### config.mk
export PLATFORM = sky130hd
export DESIGN_NAME = log2_power_of_two_quantizer
export DESIGN_NICKNAME = d
export VERILOG_FILES = /design/src/lpq_pkg.sv /design/src/lpq_level.sv /design/src/lpq_clip.sv /design/src/log2_power_of_two_quantizer.sv
export VERILOG_INCLUDE_DIRS = /design/src /design/src/src
export SDC_FILE = /design/constraint.sdc
export NUM_CORES = 1
export LEC_CHECK = 0
export BUFFER_PORTS_ARGS = -buffer_cell sky130_fd_sc_hd__clkbuf_2
export CELL_PAD_IN_SITES_DETAIL_PLACEMENT = 0
export CELL_PAD_IN_SITES_GLOBAL_PLACEMENT = 1
export CORE_UTILIZATION = 40
export CTS_CLUSTER_SIZE = 30
export DETAILED_ROUTE_END_ITERATION = 7
export PLACE_DENSITY = 0.85
export SLEW_MARGIN = 20
export SYNTH_ARGS = -nofsm -noshare
export SYNTH_HDL_FRONTEND = slang
export SYNTH_SLANG_ARGS = --single-unit
### constraint.sdc
create_clock -name clk -period 9.4 [get_ports clk]
set_clock_uncertainty 0.1 [all_clocks]
set_input_delay 1.41 -clock clk [delete_from_list [all_inputs] [get_ports clk]]
set_output_delay 1.41 -clock clk [all_outputs]
set_load 0.1 [all_outputs]
### src/log2_power_of_two_quantizer_defines.svh
// Assertion macros used by the quantizer top level.
// No dependencies.
`ifndef LOG2_POWER_OF_TWO_QUANTIZER_DEFINES_SVH
`define LOG2_POWER_OF_TWO_QUANTIZER_DEFINES_SVH
// Implication checked at every clock edge outside reset.
`define LPQ_ASSERT_IMP(label, clk, rst_n, ante, cons) \
  label: assert property (@(posedge clk) disable iff (!rst_n) (ante) |-> (cons)) \
    else $error("assertion failed");
// Next-cycle implication checked outside reset.
`define LPQ_ASSERT_NXT(label, clk, rst_n, ante, cons) \
  label: assert property (@(posedge clk) disable iff (!rst_n) (ante) |=> (cons)) \
    else $error("assertion failed");
`endif

### src/lpq_pkg.sv
// Shared types and constants for the log2 power-of-two quantizer.
// No dependencies.
package lpq_pkg;
  localparam logic [22:0] SQRT2_FRAC = 23'h3504F4;
  localparam logic [31:0] POS_INF = 32'h7F800000;
  localparam logic [0:0] CFG_EXP_BIAS = 1'b0;
  localparam logic [0:0] CFG_CODE_WIDTH = 1'b1;

  // Stage 1 to stage 2: classified input and raw level.
  typedef struct packed {
    logic              neg;
    logic              is_nan;
    logic              is_inf;
    logic signed [9:0] level;
  } lvl_t;

  // Stage 2 to stage 3: biased exponent.
  typedef struct packed {
    logic              neg;
    logic signed [9:0] p;
  } pexp_t;
endpackage

### src/lpq_level.sv
// Stage 1: classifies the float and finds the rounded log2 level.
// Depends on lpq_pkg.
module lpq_level (
  input  logic [31:0]   value_bits,
  output lpq_pkg::lvl_t lvl
);
  logic [7:0]  e;
  logic [22:0] f;
  logic [23:0] m;
  logic [4:0]  top;
  logic [23:0] norm;

  assign e = value_bits[30:23];
  assign f = value_bits[22:0];
  assign m = {1'b0, f} + 24'd1;

  // Leading-one position of the denormal mantissa plus one ulp.
  always_comb begin
    top = 5'd0;
    for (int i = 0; i < 24; i++) begin
      if (m[i]) top = 5'(i);
    end
    norm = m << (5'd23 - top);
  end

  // Level selection per class.
  always_comb begin
    lvl.is_nan = (e == 8'hFF) && (f != 23'd0);
    lvl.is_inf = (e == 8'hFF) && (f == 23'd0);
    lvl.neg    = lvl.is_nan ? 1'b1 : ((e == 8'd0 && f == 23'd0) ? 1'b0 : value_bits[31]);
    if (e == 8'd0 && f == 23'd0) begin
      lvl.level = -10'sd149;
    end else if (e == 8'd0) begin
      lvl.level = $signed({5'd0, top}) - 10'sd149
                  + ((norm[22:0] >= lpq_pkg::SQRT2_FRAC) ? 10'sd1 : 10'sd0);
    end else begin
      lvl.level = $signed({2'd0, e}) - 10'sd127
                  + ((f >= lpq_pkg::SQRT2_FRAC) ? 10'sd1 : 10'sd0);
    end
  end
endmodule

### src/lpq_clip.sv
// Stage 2: clips the level to the code range and subtracts the bias.
// Depends on lpq_pkg.
module lpq_clip (
  input  lpq_pkg::lvl_t  lvl,
  input  logic [3:0]     code_width,
  input  logic [7:0]     exp_bias,
  output lpq_pkg::pexp_t pe
);
  logic [3:0]        w;
  logic signed [9:0] hi;
  logic signed [9:0] lo;
  logic signed [9:0] lev;

  always_comb begin
    w  = (code_width == 4'd0) ? 4'd1 : ((code_width > 4'd8) ? 4'd8 : code_width);
    hi = $signed(10'(10'd1 << (w - 4'd1))) - 10'sd1;
    lo = -$signed(10'(10'd1 << (w - 4'd1)));
    if (lvl.is_nan) lev = lo;
    else if (lvl.is_inf) lev = hi;
    else if (lvl.level < lo) lev = lo;
    else if (lvl.level > hi) lev = hi;
    else lev = lvl.level;
    pe.neg = lvl.neg;
    pe.p   = lev - {{2{exp_bias[7]}}, exp_bias};
  end
endmodule

### src/log2_power_of_two_quantizer.sv
// Top level of the log2 power-of-two quantizer: three-stage pipeline.
// Depends on lpq_pkg, lpq_level, lpq_clip and the defines header.
//
// Usage: one IEEE-754 single enters on in_value_bits with in_valid/in_ready;
// one result leaves on out_* with out_valid/out_ready per input transfer.
// Three register stages (level, clip/bias, output encode) lie between the
// input transfer and out_valid. Throughput is one item per cycle, each
// stage advancing whenever the stage ahead is free.
// cfg_valid/cfg_ready write exp_bias (index 0) or code_width (index 1);
// cfg_ready is always high, and writes belong only in idle periods.
// Reset (synchronous, active low) empties the pipeline and loads
// exp_bias = 0, code_width = 8. When the receiver stalls, the stages fill
// and in_ready falls once the first stage cannot move; nothing is lost.
`include "log2_power_of_two_quantizer_defines.svh"
module log2_power_of_two_quantizer (
  input  logic        clk,
  input  logic        rst_n,
  input  logic        in_valid,
  output logic        in_ready,
  input  logic [31:0] in_value_bits,
  output logic        out_valid,
  input  logic        out_ready,
  output logic        out_neg_sign,
  output logic [8:0]  out_pow_exponent,
  output logic [31:0] out_quant_bits,
  output logic        out_out_of_range,
  input  logic        cfg_valid,
  output logic        cfg_ready,
  input  logic [0:0]  cfg_index,
  input  logic [7:0]  cfg_data
);
  logic [7:0] exp_bias_r;
  logic [3:0] code_width_r;
  logic       v1_r, v2_r, v3_r;
  logic       adv1, adv2, adv3;
  lpq_pkg::lvl_t  lvl_c, lvl_r;
  lpq_pkg::pexp_t pe_c, pe_r;
  logic [31:0] q_nxt;
  logic        oor_nxt;

  assign cfg_ready = 1'b1;

  // Configuration registers.
  always_ff @(posedge clk) begin
    if (!rst_n) begin
      exp_bias_r   <= 8'd0;
      code_width_r <= 4'd8;
    end else if (cfg_valid) begin
      case (cfg_index)
        lpq_pkg::CFG_EXP_BIAS:   exp_bias_r   <= cfg_data;
        lpq_pkg::CFG_CODE_WIDTH: code_width_r <= cfg_data[3:0];
        default: ;
      endcase
    end
  end

  // Stall chain: a stage moves when the next one is empty or moving.
  assign adv3     = !v3_r || out_ready;
  assign adv2     = !v2_r || adv3;
  assign adv1     = !v1_r || adv2;
  assign in_ready = adv1;

  lpq_level u_level (.value_bits(in_value_bits), .lvl(lvl_c));
  lpq_clip  u_clip  (.lvl(lvl_r), .code_width(code_width_r), .exp_bias(exp_bias_r),
                     .pe(pe_c));

  // Output encode from the biased exponent.
  always_comb begin
    oor_nxt = (pe_r.p < -10'sd126) || (pe_r.p > 10'sd127);
    if (pe_r.p < -10'sd126) q_nxt = {pe_r.neg, 31'd0};
    else if (pe_r.p > 10'sd127) q_nxt = {pe_r.neg, 31'd0} | lpq_pkg::POS_INF;
    else q_nxt = {pe_r.neg, 8'(pe_r.p + 10'sd127), 23'd0};
  end

  // Valid bits.
  always_ff @(posedge clk) begin
    if (!rst_n) begin
      v1_r <= 1'b0;
      v2_r <= 1'b0;
      v3_r <= 1'b0;
    end else begin
      if (adv1) v1_r <= in_valid;
      if (adv2) v2_r <= v1_r;
      if (adv3) v3_r <= v2_r;
    end
  end

  // Payload registers.
  always_ff @(posedge clk) begin
    if (adv1) lvl_r <= lvl_c;
    if (adv2) pe_r <= pe_c;
    if (adv3) begin
      out_neg_sign     <= pe_r.neg;
      out_pow_exponent <= pe_r.p[8:0];
      out_quant_bits   <= q_nxt;
      out_out_of_range <= oor_nxt;
    end
  end

  assign out_valid = v3_r;

  `LPQ_ASSERT_NXT(a_hold, clk, rst_n, v3_r && !out_ready, v3_r)
  `LPQ_ASSERT_IMP(a_ready, clk, rst_n, !v1_r && !v2_r && !v3_r, in_ready)
  `LPQ_ASSERT_IMP(a_oor_q, clk, rst_n, v3_r && !out_out_of_range,
                  out_quant_bits[30:23] != 8'hFF && out_quant_bits[30:23] != 8'h00)
endmodule
**After elaboration in Yosys (flattened, before gate mapping)**

Index checks and enable logic that the tools add are counted.

- Bits in registers: 82
- Input port bits: 46
- Output and inout bits: 46
- Logic and storage cells: 88

- $add $sub $neg: 11
- $lt $le $gt $ge: 7
- Eq/ne operators: 1
- Shift-type cells: 2
- Muxes and demuxes: 34
- Bitwise gates (word level): 1
- Reduce and logical (&&, ||, !) cells: 16

Operators by type and width:

| cell | number |
|---|---|
| two-way mux 10 bit | 5 |
| greater-or-equal comparator 23 x 22 -> 1 bit (second input constant) | 2 |
| two-way mux 4 bit | 10 |
| two-way mux 5 bit | 8 |
| two-way mux 31 bit | 1 |
| adder 23 x 1 -> 24 bit (second input constant) | 1 |
| << shifter 24 x 5 -> 23 bit | 1 |
| zero test 23 bit | 1 |
| nonzero test 23 bit | 1 |
| adder 10 bit | 2 |
| two-way mux 3 bit | 4 |
| > comparator 10 bit | 1 |
| > comparator 10 x 8 -> 1 bit (second input constant) | 1 |
| < comparator 10 bit | 1 |
| < comparator 10 x 8 -> 1 bit (second input constant) | 1 |
| negator 10 bit | 1 |
| << shifter 1 x 4 -> 10 bit (first input constant) | 1 |
| subtractor 10 bit | 1 |
| subtractor 10 x 2 -> 10 bit (second input constant) | 1 |
| subtractor 5 x 8 -> 9 bit (second input constant) | 1 |
| subtractor 8 x 7 -> 9 bit (second input constant) | 1 |
| adder 8 bit (second input constant) | 1 |
| == test 8 bit (second input constant) | 1 |
| zero test 8 bit | 1 |
| other kinds (11) | 23 |

**Depth between registers and ports, before layout**

- Depth after elaboration: 30
- Depth in mapped cells: 32
- Mapped depth without buffers: 31

**By module**

A second synthesis with hierarchy kept.

- Cell total of the unflattened synthesis: 869
- Area total of the unflattened synthesis: 7,106.8 um2

By module, submodules not included:

| module | times used | cells an instance | area an instance (um2) | sequential area each (um2) |
|---|---|---|---|---|
| lpq_level | 1 | 505 | 3,417.0 | 0.0 |
| log2_power_of_two_quantizer | 1 | 178 | 2,336.0 | 1,591.5 |
| lpq_clip | 1 | 186 | 1,353.8 | 0.0 |

**Worst setup path before layout**

OpenSTA, ideal clock, no wires.

- Path type: input -> register
- Start point: in in_value_bits[0]
- End point: reg lvl_r[5] (netlist bit), data pin
- Setup time: 0.259 ns
- Data arrival time: 5.778 ns
- Required time: 9.041 ns
- Path slack: 3.263 ns
- Cell stages on the path: 26
- Buffers on the path: 6
- Cells stage by stage: ha_1 > buf_2 > nand3_2 > buf_2 > nor3_4 > buf_6 > a2111o_1 > nand2_1 > nand2_1 > a21o_1 > buf_2 > buf_1 > ha_1 > clkbuf_2 > nand3_1 > or3_1 > a21boi_1 > a21oi_1 > o211ai_1 > nand2_1 > ha_1 > nor3b_1 > nand3b_1 > xnor2_1 > o21ai_0 > nand2_1

- Word-level cells in the longest chain between the ends: 30
- Elaborated cells between the ends (all ways): 36
- Those cells by class: add/sub: 5; order compare: 2; shift: 1; mux: 26; reduce/logical: 2

RTL lines:

| element | RTL line | text |
|---|---|---|
| from (decl) | log2_power_of_two_quantizer.sv:20 | `input logic [31:0] in_value_bits,` |
| adder 23 x 1 -> 24 bit | lpq_level.sv:15 | `assign m = {1'b0, f} + 24'd1;` |
| two-way mux 1 bit | lpq_level.sv:21 | `if (m[i]) top = 5'(i);` |
| two-way mux 2 bit (2 in series) | lpq_level.sv:21 |  |
| two-way mux 3 bit (4 in series) | lpq_level.sv:21 |  |
| two-way mux 4 bit (8 in series) | lpq_level.sv:21 |  |
| two-way mux 5 bit (8 in series) | lpq_level.sv:21 |  |
| subtractor 5 bit | lpq_level.sv:23 | `norm = m << (5'd23 - top);` |
| << shifter 24 x 5 -> 23 bit | lpq_level.sv:23 |  |
| greater-or-equal comparator 23 x 22 -> 1 bit | lpq_level.sv:35 | `+ ((norm[22:0] >= lpq_pkg::SQRT2_FRAC) ? 10'sd1 : 10'sd0);` |
| two-way mux 1 bit | lpq_level.sv:35 |  |
| adder 10 bit | lpq_level.sv:35 |  |
| two-way mux 10 bit | lpq_level.sv:33 | `end else if (e == 8'd0) begin` |
| to (signal assigned) | log2_power_of_two_quantizer.sv:90 | `if (adv1) lvl_r <= lvl_c;` |
| to (decl) | log2_power_of_two_quantizer.sv:36 | `lpq_pkg::lvl_t lvl_c, lvl_r;` |

Parallel ways exist; a longest one is shown, timed or not.
A chain may end at the register's enable or synchronous reset.

**Final worst setup path**

Same ends and word-level chain as after synthesis.

==> flow_summary.json <==
{
  "finalWirelength_um": 18400,
  "syn_inst": 917,
  "synth_flop_cell": "edfxtp_1",
  "finish.utilization": 0.448,
  "cp_slowest_cell": "nor3_4",
  "cts_resized": 0,
  "fp.dieW_um": 136,
  "clock-root-buffer": "clkbuf_16",
  "num_rows": 48,
  "ys_ff_latch": 58,
  "crit_type": "input port to flip-flop",
  "syn2layout_area_growth_pct": 8.63,
  "cp-start-kind": "input port",
  "drc_errors": 0,
  "drv_cap": 0,
  "coreArea_mm2": 0.0174,
  "grtUsageMet1": 0.271,
  "hp-class": "flip-flop to flip-flop",
  "use_met2": 0.345,
  "first_global_vias": 6253,
  "async_flop_share": 0,
  "die_y_um": 136,
  "gp_congestion": 0.921,
  "clock_path_buffers": 2,
  "crit_required_ns": 9.37,
  "slew_headroom": 0.519,
  "port_buffers": 67,
  "path_buf_inv": 1,
  "pin_count": 92,
  "start_util": 0.412,
  "drt_first_pass_iters": 5,
  "wl_per_cell_um": 15.7,
  "clk_latency_ns": 0.33,
  "met3_usage": 0.0216,
  "antenna_left": 0,
  "tightest_slew_ns": 0.717,
  "tns_ns": 0,
  "peakVddDrop_v": 0.000294,
  "fin_crit_sh": 0.757,
  "crit_fanout": 19,
  "synth_area_leaders": "edfxtp_1 (18%), ha_1 (7.5%), xnor2_1 (4.9%)",
  "yosysWarnings": 0,
  "grt_max_degree": 36,
  "avgViaCountPerCell": 5.81,
  "synth_area_mm2": 0.00718,
  "powerDensity_mw_per_mm2": 193,
  "leakage_nw": 3.08,
  "clk_pin_slew_worst_paths_ns": 0.05,
  "cts_tree": "yes",
  "diodes": 0,
  "fin_crit_ns": 7.12,
  "seq_area_frac_synth": 0.222,
  "hold_buffers": 0,
  "cp-end-kind": "flip-flop",
  "nets": 1031,
  "cts.htree.levels": 3,
  "crit_arrival_ns": 7.09,
  "syn_avg_cell_area_um2": 7.83,
  "n_fill_cell": 1732,
  "yosysTopAreaCell": "edfxtp_1",
  "vias": 6806,
  "cts_made_buffers": 9,
  "setup_viol": 0,
  "antenna_found_initial": 0,
  "drt_iter0_drc": 645,
  "postCtsSetupBuffers": 0,
  "yosysTopAreaCellShare": 0.180,
  "track_usage": 0.202,
  "crit_chain": "clkbuf_2, ha_1, nand3_2, nor3_4, nand4_1, a22oi_1, nand2_1, a21o_1, ha_1, nand3_1, or3_1, a21boi_1, a21oi_1, o211ai_1, nand2_1, ha_1, nor3b_1, nand3b_1, xnor2_1, o21ai_0, nand2_1",
  "drive_above_1_share": 0.135,
  "status": "complete, no violations",
  "clock_sinks": 58,
  "crit_family": "simple AND/OR/NAND/NOR gates",
  "top_usage_layer": "met2",
  "die_area_mm2": 0.0185,
  "grt_pass1_wl_um": 30500,
  "hpwl_um": 14200,
  "synth_edf_count": 43,
  "rsz0062_at_grt": "no",
  "gr-total-overflow": 0,
  "hold_viol": 0,
  "max_stage_delay_ns": 0.54,
  "fmax_mhz": 141,
  "slew_viol_final": 0,
  "synth.distinct_cells": 96
}
[cell usage after synthesis, types with 19 or more instances]
| library cell | n |
|---|---|
| nand2_1 | 88 |
| a21oi_1 | 61 |
| nor2_1 | 55 |
| inv_1 | 51 |
| nand3_1 | 50 |
| o21ai_0 | 45 |
| edfxtp_1 | 43 |
| ha_1 | 43 |
| xnor2_1 | 40 |
| buf_4 | 31 |
| clkbuf_1 | 31 |
| mux2i_1 | 25 |
| nor3_1 | 20 |
| buf_2 | 19 |
[worst register-to-register path: cells and delay by family (launching register included)]
kind | cells | cell delay, ns
AO/OA/AOI/OAI | 16 | 3.18
XOR/XNOR | 2 | 0.29
adder cells (fa/ha/maj) | 3 | 0.89
buffers and inverters | 2 | 0.15
flip-flops | 1 | 0.39
multiplexers | 1 | 0.10
AND/OR/NAND/NOR | 6 | 1.26
[stage by stage]
step,cell area (um2),worst slack (ns),hold WS (ns),std cells,power [W]
floorplan,7270,3.26,0.300,943,0.00102
global placement,7450,2.29,0.341,1155,0.00113
detailed placement,7450,2.12,0.353,1155,0.00114
CTS,7800,2.45,0.365,1171,0.00151
global route,7800,1.80,0.356,1171,0.00159
finish,7800,2.28,0.348,1171,0.00151
[layout make-up]
type	instances	area, um2	share of cell area
Multi-Input combinational cell	747	5010	0.642
Sequential cell	58	1590	0.204
Timing Repair Buffer	72	373	0.0478
Tap cell	225	282	0.0361
Clock buffer	9	225	0.0289
Inverter	53	199	0.0255
Clock inverter	7	118	0.0151
[where the power goes]
part           total, W  switching, W  internal [W]
sequential     0.000410     0.0000431      0.000367
combinational  0.000727      0.000552      0.000175
clock          0.000371      0.000113      0.000258
[cells in the final DEF (no fill, tap or decap), types with 5 or more instances in the layout]
master     synthesis  routed
xnor2_1           40      40
o21a_1            14      14
edfxtp_1          43      43
and3_1             6       6
clkbuf_2           1      67
dfxtp_1           15      15
xor2_1            13      13
conb_1             2      28
nor3b_1            5       5
mux2_2             6       6
clkbuf_16          0       9
a22oi_1           10      10
a21oi_1           61      61
a21boi_0          18      18
nor2_1            55      55
nor3_1            20      20
nand4_1           14      14
buf_4             31       5
mux2i_1           25      25
o21ai_0           45      45
and2_1             9       9
nor4_1             9       9
nand2b_1          13      13
or3_1              5       5
a31oi_1           11      11
a21o_1             7       7
nand3_1           50      50
inv_1             51      51
o22ai_1            9       9
o211ai_1          18      18
ha_1              43      43
nor3_2             5       5
nor2b_1            8       8
nand2_1           88      88
a211oi_1          12      12
[per-layer routing]
metal / up-vias / wire length (um) / share of wire
met5: - / 0 / 0
met4: 0 / 262 / 0.014
met3: 24 / 1060 / 0.058
met2: 257 / 8660 / 0.47
met1: 3155 / 8420 / 0.46
li1: 3370 / - / -
[flip-flops by register name (all words and copies together), names as in the netlist, 4 cells and up]
register / cells
lvl_r: 13
out_pow_exponent: 9
out_quant_bits: 8
exp_bias_r: 8
code_width_r: 4
pe_r: 11
[logic make-up after synthesis]
kind of cell | share of synthesized area
AOI/OAI and AO/OA | 0.263
xor gates and xnor gates | 0.0647
adders and majority gates | 0.0791
buffers and inverters | 0.0940
DFF | 0.222
muxes | 0.0458
other | 0.00105
and+or+nand+nor | 0.231
[final timing paths]
kind                                        from       end  slack [ns]  depth (start not counted)
worst max register to register   code_width_r[3]   pe_r[9]        2.76                         30
worst min-delay path                   lvl_r[12]  pe_r[10]        0.35                          0
worst max-delay path            in_value_bits[0]  lvl_r[5]        2.28                         21
worst min register to register         lvl_r[12]  pe_r[10]        0.35                          0
(Power assumes the default switching activity.)
